## src/rtl/audio_peak_hold_rms_meter_assert.svh

```systemverilog
// assertion macros shared by the level meter rtl
// no dependencies; define ASSERT_OFF to compile the checks out
`ifndef AUDIO_PEAK_HOLD_RMS_METER_ASSERT_SVH
`define AUDIO_PEAK_HOLD_RMS_METER_ASSERT_SVH

`ifndef ASSERT_OFF

// condition must hold in the same cycle as the trigger
`define APHRM_ASSERT_SAME(name, clk, rst, trig, cond) \
  name: assert property (@(posedge clk) disable iff (rst) (trig) |-> (cond)) \
    else $error("level meter check failed");

// condition must hold in the cycle after the trigger
`define APHRM_ASSERT_NEXT(name, clk, rst, trig, cond) \
  name: assert property (@(posedge clk) disable iff (rst) (trig) |=> (cond)) \
    else $error("level meter check failed");

`else

`define APHRM_ASSERT_SAME(name, clk, rst, trig, cond)
`define APHRM_ASSERT_NEXT(name, clk, rst, trig, cond)

`endif

`endif

```

## src/rtl/aphrm_pkg.sv

```systemverilog
// types, constants and codes for the peak hold / rms level meter
// no dependencies; used by every module of the block
`default_nettype none

package aphrm_pkg;

  // default sizes of the datapath
  localparam int SAMPLE_BITS_DEF = 24;
  localparam int ACC_BITS_DEF    = 48;

  // shared arithmetic unit
  localparam int ALU_W     = 64;
  localparam int MUL_W     = 32;
  localparam int Q24_SHIFT = 24;
  localparam int Q32_SHIFT = 32;

  // configuration registers
  localparam int CFG_W     = 32;
  localparam int CFG_IDX_W = 2;
  localparam int MULT_W    = 24;
  localparam int HOLD_W    = 20;
  localparam int NORM_W    = 32;

  localparam logic [MULT_W-1:0] PEAK_DECAY_RST = MULT_W'(16775144);
  localparam logic [MULT_W-1:0] MEM_DECAY_RST  = MULT_W'(16776377);
  localparam logic [HOLD_W-1:0] HOLD_LEN_RST   = HOLD_W'(50000);
  localparam logic [NORM_W-1:0] RMS_NORM_RST   = NORM_W'(530500);

  typedef enum logic [CFG_IDX_W-1:0] {
    REG_PEAK_DECAY,
    REG_MEM_DECAY,
    REG_HOLD_LEN,
    REG_RMS_NORM
  } cfg_reg_t;

  typedef struct packed {
    logic [MULT_W-1:0] peak_decay;
    logic [MULT_W-1:0] mem_decay;
    logic [HOLD_W-1:0] hold_len;
    logic [NORM_W-1:0] rms_norm;
  } cfg_t;

  typedef enum logic [1:0] {
    ALU_MUL,
    ALU_ADD,
    ALU_SUB
  } alu_op_t;

  typedef struct packed {
    alu_op_t          op;
    logic [ALU_W-1:0] a;
    logic [ALU_W-1:0] b;
  } alu_req_t;

  typedef enum logic [3:0] {
    S_IDLE,
    S_RP_MUL,
    S_DM_MUL,
    S_SQ_MUL,
    S_ACL_MUL,
    S_ACH_MUL,
    S_ACC_COMB,
    S_ACC_ADD,
    S_ACC_SAT,
    S_BE_PEAK,
    S_BE_HOLD,
    S_MEAN,
    S_SQ_INIT,
    S_SQ_SUB,
    S_SQ_UPD,
    S_DONE
  } state_t;

endpackage

`default_nettype wire

```

## src/rtl/aphrm_alu.sv

```systemverilog
// shared arithmetic unit: 32x32 multiply, 64-bit add and subtract, registered
// depends on aphrm_pkg
`default_nettype none

module aphrm_alu (
  input  logic                         clk,
  input  aphrm_pkg::alu_req_t          req,
  output logic [aphrm_pkg::ALU_W:0]    res
);
  import aphrm_pkg::*;

  logic [2*MUL_W-1:0] prod;

  // full width product of the low operand halves
  assign prod = req.a[MUL_W-1:0] * req.b[MUL_W-1:0];

  // one operation per cycle, result registered; top bit is carry or borrow, zero for a multiply
  always_ff @(posedge clk) begin
    unique case (req.op)
      ALU_MUL: res <= {1'b0, prod};
      ALU_ADD: res <= {1'b0, req.a} + {1'b0, req.b};
      ALU_SUB: res <= {1'b0, req.a} - {1'b0, req.b};
      default: res <= {1'b0, req.a};
    endcase
  end

endmodule

`default_nettype wire

```

## src/rtl/aphrm_cfg.sv

```systemverilog
// configuration register file of the level meter, write only
// depends on aphrm_pkg
`default_nettype none

module aphrm_cfg (
  input  logic                           clk,
  input  logic                           rst,
  input  logic                           cfg_we,
  input  logic [aphrm_pkg::CFG_IDX_W-1:0] cfg_index,
  input  logic [aphrm_pkg::CFG_W-1:0]     cfg_data,
  output aphrm_pkg::cfg_t                cfg
);
  import aphrm_pkg::*;

  // register writes, each value cut to its register width
  always_ff @(posedge clk) begin
    if (rst) begin
      cfg.peak_decay <= PEAK_DECAY_RST;
      cfg.mem_decay  <= MEM_DECAY_RST;
      cfg.hold_len   <= HOLD_LEN_RST;
      cfg.rms_norm   <= RMS_NORM_RST;
    end else if (cfg_we) begin
      unique case (cfg_reg_t'(cfg_index))
        REG_PEAK_DECAY: cfg.peak_decay <= cfg_data[MULT_W-1:0];
        REG_MEM_DECAY:  cfg.mem_decay  <= cfg_data[MULT_W-1:0];
        REG_HOLD_LEN:   cfg.hold_len   <= cfg_data[HOLD_W-1:0];
        REG_RMS_NORM:   cfg.rms_norm   <= cfg_data[NORM_W-1:0];
      endcase
    end
  end

endmodule

`default_nettype wire

```

## src/rtl/aphrm_core.sv

```systemverilog
// sequencer and meter state: decays, square sum, hold logic and square root
// depends on aphrm_pkg and audio_peak_hold_rms_meter_assert.svh, drives the shared unit aphrm_alu
`default_nettype none

`include "audio_peak_hold_rms_meter_assert.svh"

module aphrm_core #(
  parameter int SAMPLE_BITS = aphrm_pkg::SAMPLE_BITS_DEF,
  parameter int ACC_BITS    = aphrm_pkg::ACC_BITS_DEF
) (
  input  logic                          clk,
  input  logic                          rst,
  input  aphrm_pkg::cfg_t               cfg,
  input  logic                          in_valid,
  output logic                          in_stall,
  input  logic signed [SAMPLE_BITS-1:0] sample_value,
  input  logic                          block_end,
  output logic                          out_valid,
  input  logic                          out_stall,
  output logic [SAMPLE_BITS-2:0]        level_peak,
  output logic [SAMPLE_BITS-2:0]        memory_peak,
  output logic [SAMPLE_BITS-2:0]        rms_level,
  output aphrm_pkg::alu_req_t           alu_req,
  input  logic [aphrm_pkg::ALU_W:0]     alu_res
);
  import aphrm_pkg::*;

  localparam int MW = SAMPLE_BITS - 1;
  localparam int SW = 2 * MW;
  localparam int AW = ACC_BITS;

  state_t state, state_next;

  // meter state
  logic [MW-1:0]     rpk, smp, dmp, bmax;
  logic [AW-1:0]     acc;
  logic [HOLD_W-1:0] hold;

  // per item working registers
  logic [MW-1:0]    mag, sq;
  logic             blk_end;
  logic [ALU_W-1:0] prod_lo;
  logic [SW-1:0]    sv, sr, sbit;

  logic              out_load;
  logic [SAMPLE_BITS-1:0] raw, abs_val;
  logic [MW-1:0]     mag_in, bmax_upd, dsel, smp_be;
  logic [HOLD_W-1:0] hold_inc, hold_be;
  logic              acc_ovf, mean_big, sqrt_ge;

  // magnitude of the incoming sample, most negative code saturates
  assign raw     = sample_value;
  assign abs_val = raw[SAMPLE_BITS-1] ? (~raw + 1'b1) : raw;
  assign mag_in  = abs_val[SAMPLE_BITS-1] ? {MW{1'b1}} : abs_val[MW-1:0];

  // small compares on narrow state
  assign bmax_upd = (mag > bmax) ? mag : bmax;
  assign hold_inc = (&hold) ? hold : hold + 1'b1;
  assign hold_be  = (rpk >= dmp) ? '0 : hold;
  assign dsel     = (hold_be < cfg.hold_len) ? smp : dmp;
  assign smp_be   = (rpk > dsel) ? rpk : dsel;

  // flags taken from the shared unit result, a carry out of the mean counts as big
  assign acc_ovf  = |(alu_res >> AW);
  assign mean_big = |(alu_res >> MW);
  assign sqrt_ge  = ~alu_res[ALU_W];

  // next state
  always_comb begin
    state_next = state;
    unique case (state)
      S_IDLE:     if (in_valid) state_next = S_RP_MUL;
      S_RP_MUL:   state_next = S_DM_MUL;
      S_DM_MUL:   state_next = S_SQ_MUL;
      S_SQ_MUL:   state_next = S_ACL_MUL;
      S_ACL_MUL:  state_next = S_ACH_MUL;
      S_ACH_MUL:  state_next = S_ACC_COMB;
      S_ACC_COMB: state_next = S_ACC_ADD;
      S_ACC_ADD:  state_next = S_ACC_SAT;
      S_ACC_SAT:  state_next = blk_end ? S_BE_PEAK : S_IDLE;
      S_BE_PEAK:  state_next = S_BE_HOLD;
      S_BE_HOLD:  state_next = S_MEAN;
      S_MEAN:     state_next = S_SQ_INIT;
      S_SQ_INIT:  state_next = mean_big ? S_DONE : S_SQ_SUB;
      S_SQ_SUB:   state_next = S_SQ_UPD;
      S_SQ_UPD:   state_next = sbit[0] ? S_DONE : S_SQ_SUB;
      S_DONE:     if (out_load) state_next = S_IDLE;
    endcase
  end

  // shared unit requests and handshake outputs
  always_comb begin
    alu_req  = '{op: ALU_ADD, a: '0, b: '0};
    in_stall = (state != S_IDLE);
    out_load = (state == S_DONE) && (!out_valid || !out_stall);
    unique case (state)
      S_RP_MUL:   alu_req = '{op: ALU_MUL, a: ALU_W'(rpk), b: ALU_W'(cfg.peak_decay)};
      S_DM_MUL:   alu_req = '{op: ALU_MUL, a: ALU_W'(dmp), b: ALU_W'(cfg.mem_decay)};
      S_SQ_MUL:   alu_req = '{op: ALU_MUL, a: ALU_W'(mag), b: ALU_W'(mag)};
      S_ACL_MUL:  alu_req = '{op: ALU_MUL, a: ALU_W'(acc[MUL_W-1:0]),
                              b: ALU_W'(cfg.peak_decay)};
      S_ACH_MUL:  alu_req = '{op: ALU_MUL, a: ALU_W'(acc >> MUL_W),
                              b: ALU_W'(cfg.peak_decay)};
      S_ACC_COMB: alu_req = '{op: ALU_ADD,
                              a: alu_res[ALU_W-1:0] << (MUL_W - Q24_SHIFT),
                              b: prod_lo >> Q24_SHIFT};
      S_ACC_ADD:  alu_req = '{op: ALU_ADD, a: alu_res[ALU_W-1:0], b: ALU_W'(sq)};
      S_BE_PEAK:  alu_req = '{op: ALU_MUL, a: ALU_W'(acc[MUL_W-1:0]),
                              b: ALU_W'(cfg.rms_norm)};
      S_BE_HOLD:  alu_req = '{op: ALU_MUL, a: ALU_W'(acc >> MUL_W),
                              b: ALU_W'(cfg.rms_norm)};
      S_MEAN:     alu_req = '{op: ALU_ADD, a: alu_res[ALU_W-1:0],
                              b: prod_lo >> Q32_SHIFT};
      S_SQ_SUB:   alu_req = '{op: ALU_SUB, a: ALU_W'(sv), b: ALU_W'(sr | sbit)};
      default:    alu_req = '{op: ALU_ADD, a: '0, b: '0};
    endcase
  end

  // state register, meter state and result valid
  always_ff @(posedge clk) begin
    if (rst) begin
      state     <= S_IDLE;
      rpk       <= '0;
      smp       <= '0;
      dmp       <= '0;
      bmax      <= '0;
      acc       <= '0;
      hold      <= '0;
      out_valid <= 1'b0;
    end else begin
      state <= state_next;
      if (out_load) begin
        out_valid <= 1'b1;
      end else if (!out_stall) begin
        out_valid <= 1'b0;
      end
      unique case (state)
        S_DM_MUL:  rpk <= MW'(alu_res >> Q24_SHIFT);
        S_SQ_MUL:  dmp <= MW'(alu_res >> Q24_SHIFT);
        S_ACC_SAT: begin
          acc  <= acc_ovf ? {AW{1'b1}} : alu_res[AW-1:0];
          bmax <= bmax_upd;
          hold <= hold_inc;
        end
        S_BE_PEAK: begin
          if (bmax > rpk) rpk <= bmax;
          bmax <= '0;
        end
        S_BE_HOLD: begin
          hold <= hold_be;
          smp  <= smp_be;
          dmp  <= smp_be;
        end
        default: ;
      endcase
    end
  end

  // working registers and result payload
  always_ff @(posedge clk) begin
    if (out_load) begin
      level_peak  <= rpk;
      memory_peak <= smp;
      rms_level   <= sr[MW-1:0];
    end
    unique case (state)
      S_IDLE: if (in_valid) begin
        mag     <= mag_in;
        blk_end <= block_end;
      end
      S_ACL_MUL: sq <= MW'(alu_res >> MW);
      S_ACH_MUL: prod_lo <= alu_res[ALU_W-1:0];
      S_BE_HOLD: prod_lo <= alu_res[ALU_W-1:0];
      S_SQ_INIT: begin
        sv   <= {alu_res[MW-1:0], {MW{1'b0}}};
        sr   <= mean_big ? SW'({MW{1'b1}}) : '0;
        sbit <= {2'b01, {(SW-2){1'b0}}};
      end
      S_SQ_UPD: begin
        if (sqrt_ge) begin
          sv <= alu_res[SW-1:0];
          sr <= (sr >> 1) | sbit;
        end else begin
          sr <= sr >> 1;
        end
        sbit <= sbit >> 2;
      end
      default: ;
    endcase
  end

  // checks on the sequencer and the block end update
  `APHRM_ASSERT_NEXT(a_accept_busy, clk, rst, in_valid && !in_stall, in_stall)
  `APHRM_ASSERT_NEXT(a_bmax_clear, clk, rst, state == S_BE_PEAK, bmax == '0)
  `APHRM_ASSERT_NEXT(a_mem_ge_peak, clk, rst, state == S_BE_HOLD, smp >= rpk && dmp == smp)
  `APHRM_ASSERT_SAME(a_sqrt_bit, clk, rst, state == S_SQ_SUB || state == S_SQ_UPD, $onehot(sbit))

endmodule

`default_nettype wire

```

## src/rtl/audio_peak_hold_rms_meter.sv

```systemverilog
// audio level meter top: decaying peak, held memory peak and rms, one channel
// an item without block end runs the decays and square sum before the next accept
// block end: the mean and the square root follow, then the result and next accept;
// a saturating rms skips the root, which takes S_SQ_SUB and S_SQ_UPD per result bit;
// a stalled result that still fills the output holds the next one back
// reset is synchronous: meter state clears, registers take their defaults; needs aphrm_*
`default_nettype none

module audio_peak_hold_rms_meter #(
  parameter int SAMPLE_BITS = aphrm_pkg::SAMPLE_BITS_DEF,
  parameter int ACC_BITS    = aphrm_pkg::ACC_BITS_DEF
) (
  input  logic                            clk,
  input  logic                            rst,
  input  logic                            cfg_we,
  input  logic [aphrm_pkg::CFG_IDX_W-1:0] cfg_index,
  input  logic [aphrm_pkg::CFG_W-1:0]     cfg_data,
  input  logic                            in_valid,
  output logic                            in_stall,
  input  logic signed [SAMPLE_BITS-1:0]   sample_value,
  input  logic                            block_end,
  output logic                            out_valid,
  input  logic                            out_stall,
  output logic [SAMPLE_BITS-2:0]          level_peak,
  output logic [SAMPLE_BITS-2:0]          memory_peak,
  output logic [SAMPLE_BITS-2:0]          rms_level
);
  import aphrm_pkg::*;

  cfg_t             cfg;
  alu_req_t         alu_req;
  logic [ALU_W:0]   alu_res;

  // configuration registers
  aphrm_cfg u_cfg (
    .clk       (clk),
    .rst       (rst),
    .cfg_we    (cfg_we),
    .cfg_index (cfg_index),
    .cfg_data  (cfg_data),
    .cfg       (cfg)
  );

  // shared arithmetic unit
  aphrm_alu u_alu (
    .clk (clk),
    .req (alu_req),
    .res (alu_res)
  );

  // sequencer and meter state
  aphrm_core #(
    .SAMPLE_BITS (SAMPLE_BITS),
    .ACC_BITS    (ACC_BITS)
  ) u_core (
    .clk          (clk),
    .rst          (rst),
    .cfg          (cfg),
    .in_valid     (in_valid),
    .in_stall     (in_stall),
    .sample_value (sample_value),
    .block_end    (block_end),
    .out_valid    (out_valid),
    .out_stall    (out_stall),
    .level_peak   (level_peak),
    .memory_peak  (memory_peak),
    .rms_level    (rms_level),
    .alu_req      (alu_req),
    .alu_res      (alu_res)
  );

endmodule

`default_nettype wire

```

## config.mk

```make
export PLATFORM = sky130hd
export DESIGN_NAME = audio_peak_hold_rms_meter
export DESIGN_NICKNAME = d
export VERILOG_FILES = /design/src/rtl/aphrm_pkg.sv /design/src/rtl/aphrm_alu.sv /design/src/rtl/aphrm_cfg.sv /design/src/rtl/aphrm_core.sv /design/src/rtl/audio_peak_hold_rms_meter.sv
export VERILOG_INCLUDE_DIRS = /design/src /design/src/rtl
export SDC_FILE = /design/constraint.sdc
export NUM_CORES = 2
export LEC_CHECK = 0
export BUFFER_PORTS_ARGS = -buffer_cell sky130_fd_sc_hd__buf_2
export CORE_MARGIN = 2
export CORE_UTILIZATION = 31
export DETAILED_ROUTE_END_ITERATION = 8
export MAX_ROUTING_LAYER = met4
export PLACE_DENSITY = 0.51
export SYNTH_ARGS = -nofsm -noshare
export SYNTH_HDL_FRONTEND = slang
export SYNTH_SLANG_ARGS = --single-unit
```

## constraint.sdc

```tcl
create_clock -name clk -period 30.7 [get_ports clk]
set_input_delay 3.07 -clock clk [delete_from_list [all_inputs] [get_ports clk]]
set_output_delay 3.07 -clock clk [all_outputs]
set_load 0.01 [all_outputs]
```

# Word level (Yosys, flattened, before mapping)
# Cells that the tools add are included.
# classes
n_reduce_logical,27
add_sub_neg,4
muxes,28
shift,0
n_div,0
mul,1
eq_ne,27
bitwise_logic,3
magnitude_cmp,5
# ops
op,count
$pmux W130 S11,1
$pmux W46 S2,3
$pmux W65 S3,1
$pmux W23 S2,3
$mux W23,5
$mux W46,2
$gt A23 B23 Y1,3
$add A64 B64 Y65,1
$sub A64 B64 Y65,1
$mul A32 B32 Y64,1
$pmux W4 S16,1
$mux W48,1
$or A45 B46 Y46,1
$or A46 B46 Y46,1
$reduce_or A42 Y1,1
$mux W20,2
$pmux W20 S2,1
$eq A4 B4 Y1 const B,8
$add A24 B1 Y24 const B,1
$mux W24,1
$not A24 Y24,1
$ge A23 B23 Y1,1
$add A20 B1 Y20 const B,1
$lt A20 B20 Y1,1
other kinds (21),52
# totals
regBits,648
ram_bits,0
memories,0
elab_cells,118
latchBits,0
romBits,0
out_inout_bits,71
input_bits,64

# Longest topological paths before layout
# logic_depth
word_depth,7
mapped_depth,41
depth_no_buf,33

# Modules after synthesis
# From an unflattened synthesis, not the netlist that was laid out.
# hier_totals
cells_unflattened,7514
area_unflattened_um2,68052.8
# by_module_without_submodules
mod,area_each_um2,instances,seq_area_each_um2,cells_each
aphrm_alu,41521.1,1,1301.2,4883
aphrm_core,22482.8,1,11410.9,2240
aphrm_cfg,4048.9,1,2001.9,391

# Least setup slack after synthesis
# No wires, ideal clock.
# synth_timing
path_kind,reg2reg
startpoint,register u_core.state[2]
endpoint,register u_alu.res[63] (netlist name)
setup_time_ns,0.074
period_less_slack_ns,11.038
arrival_ns,10.964
t_required_ns,30.626
slack_ns,19.662
n_path_buf,8
stages_incl_launch_ff,38
path_cell_list,dfxtp_1 > buf_2 > buf_2 > buf_2 > buf_2 > nand2_1 > nor3_1 > or2_2 > clkbuf_1 > clkbuf_1 > nand2_1 > nand2_1 > a211oi_1 > inv_1 > clkbuf_1 > nand2_1 > fa_1 > inv_1 > [... 2 more ...] > fa_1 > fa_1 > inv_1 > fa_1 > fa_1 > fa_1 > fa_1 > ha_1 > and2_1 > clkbuf_1 > nand2_1 > or4_1 > o21ai_1 > a21oi_1 > nor4_1 > o221a_2 > mux2_2 > o21ai_0
# synth_via
elab_chain_len,4
elab_cells_between_ends,19
classes_between,add/sub: 2; mul: 1; eq/ne: 13; mux: 2; reduce/logical: 1
# synth_lines
item,line_no,source
from (decl),aphrm_core.sv:32,"state_t state, state_next;"
from (signal assigned),aphrm_core.sv:131,state <= state_next;
$eq A4 B4 Y1 (tied with other cells),aphrm_core.sv:96,unique case (state)
$pmux W130 S11 (*),aphrm_core.sv:96,
$mul A32 B32 Y64 (tied with other cells),aphrm_alu.sv:15,assign prod = req.a[MUL_W-1:0] * req.b[MUL_W-1:0];
$pmux W65 S3 (*),aphrm_alu.sv:19,unique case (req.op)
to (signal assigned),aphrm_alu.sv:20,"ALU_MUL: res <= {1'b0, prod};"
to (signal assigned),aphrm_alu.sv:21,"ALU_ADD: res <= {1'b0, req.a} + {1'b0, req.b};"
to (signal assigned),aphrm_alu.sv:22,"ALU_SUB: res <= {1'b0, req.a} - {1'b0, req.b};"
to (decl),aphrm_alu.sv:8,output logic [aphrm_pkg::ALU_W:0] res
# Mark *: on every way between the ends. The rest lies on a longest branch, timed or not.
# A chain may end at the register's enable or synchronous reset.

# Final worst setup path
# layout_timing
startpoint,register u_core.state[3]
endpoint,register u_alu.res[63] (netlist name)
# The elaborated chain is that of the path after synthesis.

==> run metrics <==
TritonRoute pass-1 iters 9; WL final 266 mm; total gr overflow 0; RSZ-0062 raised after global routing no; first-pass GRT wire length 393 mm; Mapped Cells 7675; WHS 0.459 ns; port bufs 134; drt via density 5.45; most frequent cells in the layout inv_1, nand2_1, fa_1, nor2_1, ha_1; Cell Rows 171; crit path capture type flip-flop; Resized Gates After CTS 0; number of synthesized flops with an enable pin 270; peak supply drop 0.0419 mV; Detailed Route Iter0 Violations 5245; Yosys warnings 0; Seq/Total Area, Yosys 21.8%; final hold violations 0; Yosys cell types 98; clk slew on worst S/H paths 0.07 ns; Relative slew margins 12.9%; Die Span Y 471 µm; Root Driver clkbuf_16; footprint of the multi-input gates 47000 µm²; routed len/inst 25.5 µm; Worst Setup Start Kind flip-flop; H-tree Lvls 3; Worst Hold End u_cfg.cfg[37]$_SDFFE_PP0P_; share of the synthesized area in the top cell type 26.6%; fmax 82.2 MHz; grt peak-use layer met2; buffers from clock root to sink, at most 3; violated checks design-rule violations; Yosys reg bits 600; Area Overhead vs Synth 9.28%; fin crit period 12.17 ns; Max FO, Critical Path 64; leak pwr 0.0333 µW; Crit path buffers/inverters 7; syn_area_per_cell 8.79 µm²; PD cells 40.5 nW/µm²; Register Area 14700 µm²; Hold-fix buffers, CTS 0; most common cell after layout, fill and taps aside inv_1; grt met3 use 3.26%; Slew @ Worst Pin 1.31 ns; Top cell by count, worst path fa_1; synthesized cell area 67500 µm²; reg-to-reg setup timing slack 18.53 ns; R2R cell count 32; Post-DRT Antenna Nets 0; core area 217000 µm²; DPL Wire Length 205 mm; Setup TNS 0 ns; final period utilization 39.6%; Net count, final 8957; M2 GR Usage 38.4%; FF-to-FF End u_alu.res[63]$_DFF_P_; io pins 135; DRC violations left 2; clock skew 0.0390 ns; number of global-route vias before repair 57400; Synth Flop Type dfxtp_1; fraction of registers with async set/reset 0%; area leader, netlist fa_1; Max-Cap Viols 0; via count 57000; setup bufs post-CTS 0; Starting Density 31.1%; worst flop-to-flop path startpoint u_core.state[3]$_SDFFE_PP0P_; Slew Limit Fails 0; final-layout fill cell count 22600; largest net degree at the start of global routing 99; Critical Path RT 31.28 ns; hold path depth 2; fraction of layout cells with a size suffix above 1 7.40%; clk sinks 600; die area 221000 µm²; all-layer global routing usage 24.4%; worst skew pair latency 0.67 ns; Largest delay share family, worst path adder cells; slowest cell delay on critical path 0.80 ns; Placer Congestion 0.953; clock buffer count from CTS 69; HP Class flip-flop to flip-flop; DIE WIDTH 471 µm; Hold Startpoint u_cfg.cfg[37]$_SDFFE_PP0P_; M1 GR Usage 32.4%; Worst path slowest cell or2_2; Net Count, Synth 9081; CTS tree yes; Final setup viols 0; CP Class flip-flop to flip-flop; outcome complete, but fails checks; initial antenna violation count 5; Arrival @ worst endpoint 12.75 ns; synth top area cells fa_1, edfxtp_1, dfxtp_1
## worst reg2reg max path, delay by kind of cell, from the launching register on
family | cells | cell delay (ns)
AND/OR/NAND/NOR | 10 | 3.26
buffers and inverters | 7 | 2.29
adder cells (fa/ha/maj) | 9 | 4.47
multiplexers | 1 | 0.33
flip-flops | 1 | 0.31
AO/OA/AOI/OAI | 5 | 1.44
## power by group
part           leakage, µW  switching [µW]  total (µW)  internal (µW)
sequential         0.00526            88.7         983            895
combinational       0.0270             811        1150            343
clock              0.00111             370         853            482
## logic make-up after synthesis
| logic type | after synthesis | synth area share (%) |
|---|---|---|
| adders and majority gates | 1342 | 34.9 |
| and+or+nand+nor | 2532 | 16.6 |
| buffers and inverters | 1627 | 9.24 |
| muxes | 105 | 1.58 |
| xor gates and xnor gates | 175 | 2.27 |
| AOI/OAI and AO/OA | 1294 | 13.6 |
| DFF | 600 | 21.8 |
## Yosys cell counts (63+ instances only)
master and number:
o21ai_0 149, nand2_1 945, nor3_1 165, ha_1 445
xnor2_1 100, a21oi_1 345, a22oi_1 91, nor2_1 869
clkbuf_1 390, edfxtp_1 270, fa_1 897, mux2i_1 90
and2_1 89, dfxtp_1 330, a211oi_1 67, a21o_1 115
nand4_1 66, a22o_1 63, nand2b_1 72, inv_1 1135
xor2_1 75
## worst max path at each step
stage               depth (start not counted)                          from                     to  slack [ns]
floorplan                                  37  u_core.state[2]$_SDFFE_PP0P_  u_alu.res[63]$_DFF_P_       19.66
CTS                                        32  u_core.state[3]$_SDFFE_PP0P_  u_alu.res[63]$_DFF_P_       18.59
detailed placement                         32  u_core.state[3]$_SDFFE_PP0P_  u_alu.res[63]$_DFF_P_       18.61
global placement                           32  u_core.state[3]$_SDFFE_PP0P_  u_alu.res[63]$_DFF_P_       18.83
global route                               32  u_core.state[3]$_SDFFE_PP0P_  u_alu.res[63]$_DFF_P_       18.08
finish                                     32  u_core.state[3]$_SDFFE_PP0P_  u_alu.res[63]$_DFF_P_       18.53
## stage by stage
step | setup WS (ns) | total power, µW | instance area, µm² | std cells | util, %
floorplan | 19.66 | 1620 | 67500 | 7675 | -
global placement | 18.83 | 2130 | 71500 | 10300 | 33.0
detailed placement | 18.61 | 2130 | 71500 | 10300 | 33.0
CTS | 18.59 | 2990 | 73800 | 10500 | 34.0
global route | 18.08 | 3110 | 73800 | 10500 | 34.0
finish | 18.53 | 2990 | 73800 | 10500 | 34.0
## sequential cells by signal (all words and copies together) (netlist names), 40 cells and up
register	flops
u_core.sr	45
u_core.prod_lo	40
u_cfg.cfg	100
u_core.sv	46
u_alu.res	65
u_core.acc	48
## area by class of cell
| class | instances | area share (%) |
|---|---|---|
| multi-input cells | 5448 | 63.8 |
| flip-flops and latches | 600 | 20.0 |
| inverters | 1140 | 5.80 |
| well taps | 2854 | 4.84 |
| repair buffers | 292 | 2.53 |
| clock buffers | 89 | 2.50 |
| clock inverters | 39 | 0.592 |
| diodes | 2 | 0.00679 |
## layer usage
layer / up-vias / part of all wire [%]
met5: - / 0
met4: 0 / 3.7
met3: 404 / 6.8
met2: 2307 / 46
met1: 29400 / 43
li1: 24900 / -
(Power assumes the default switching activity.)
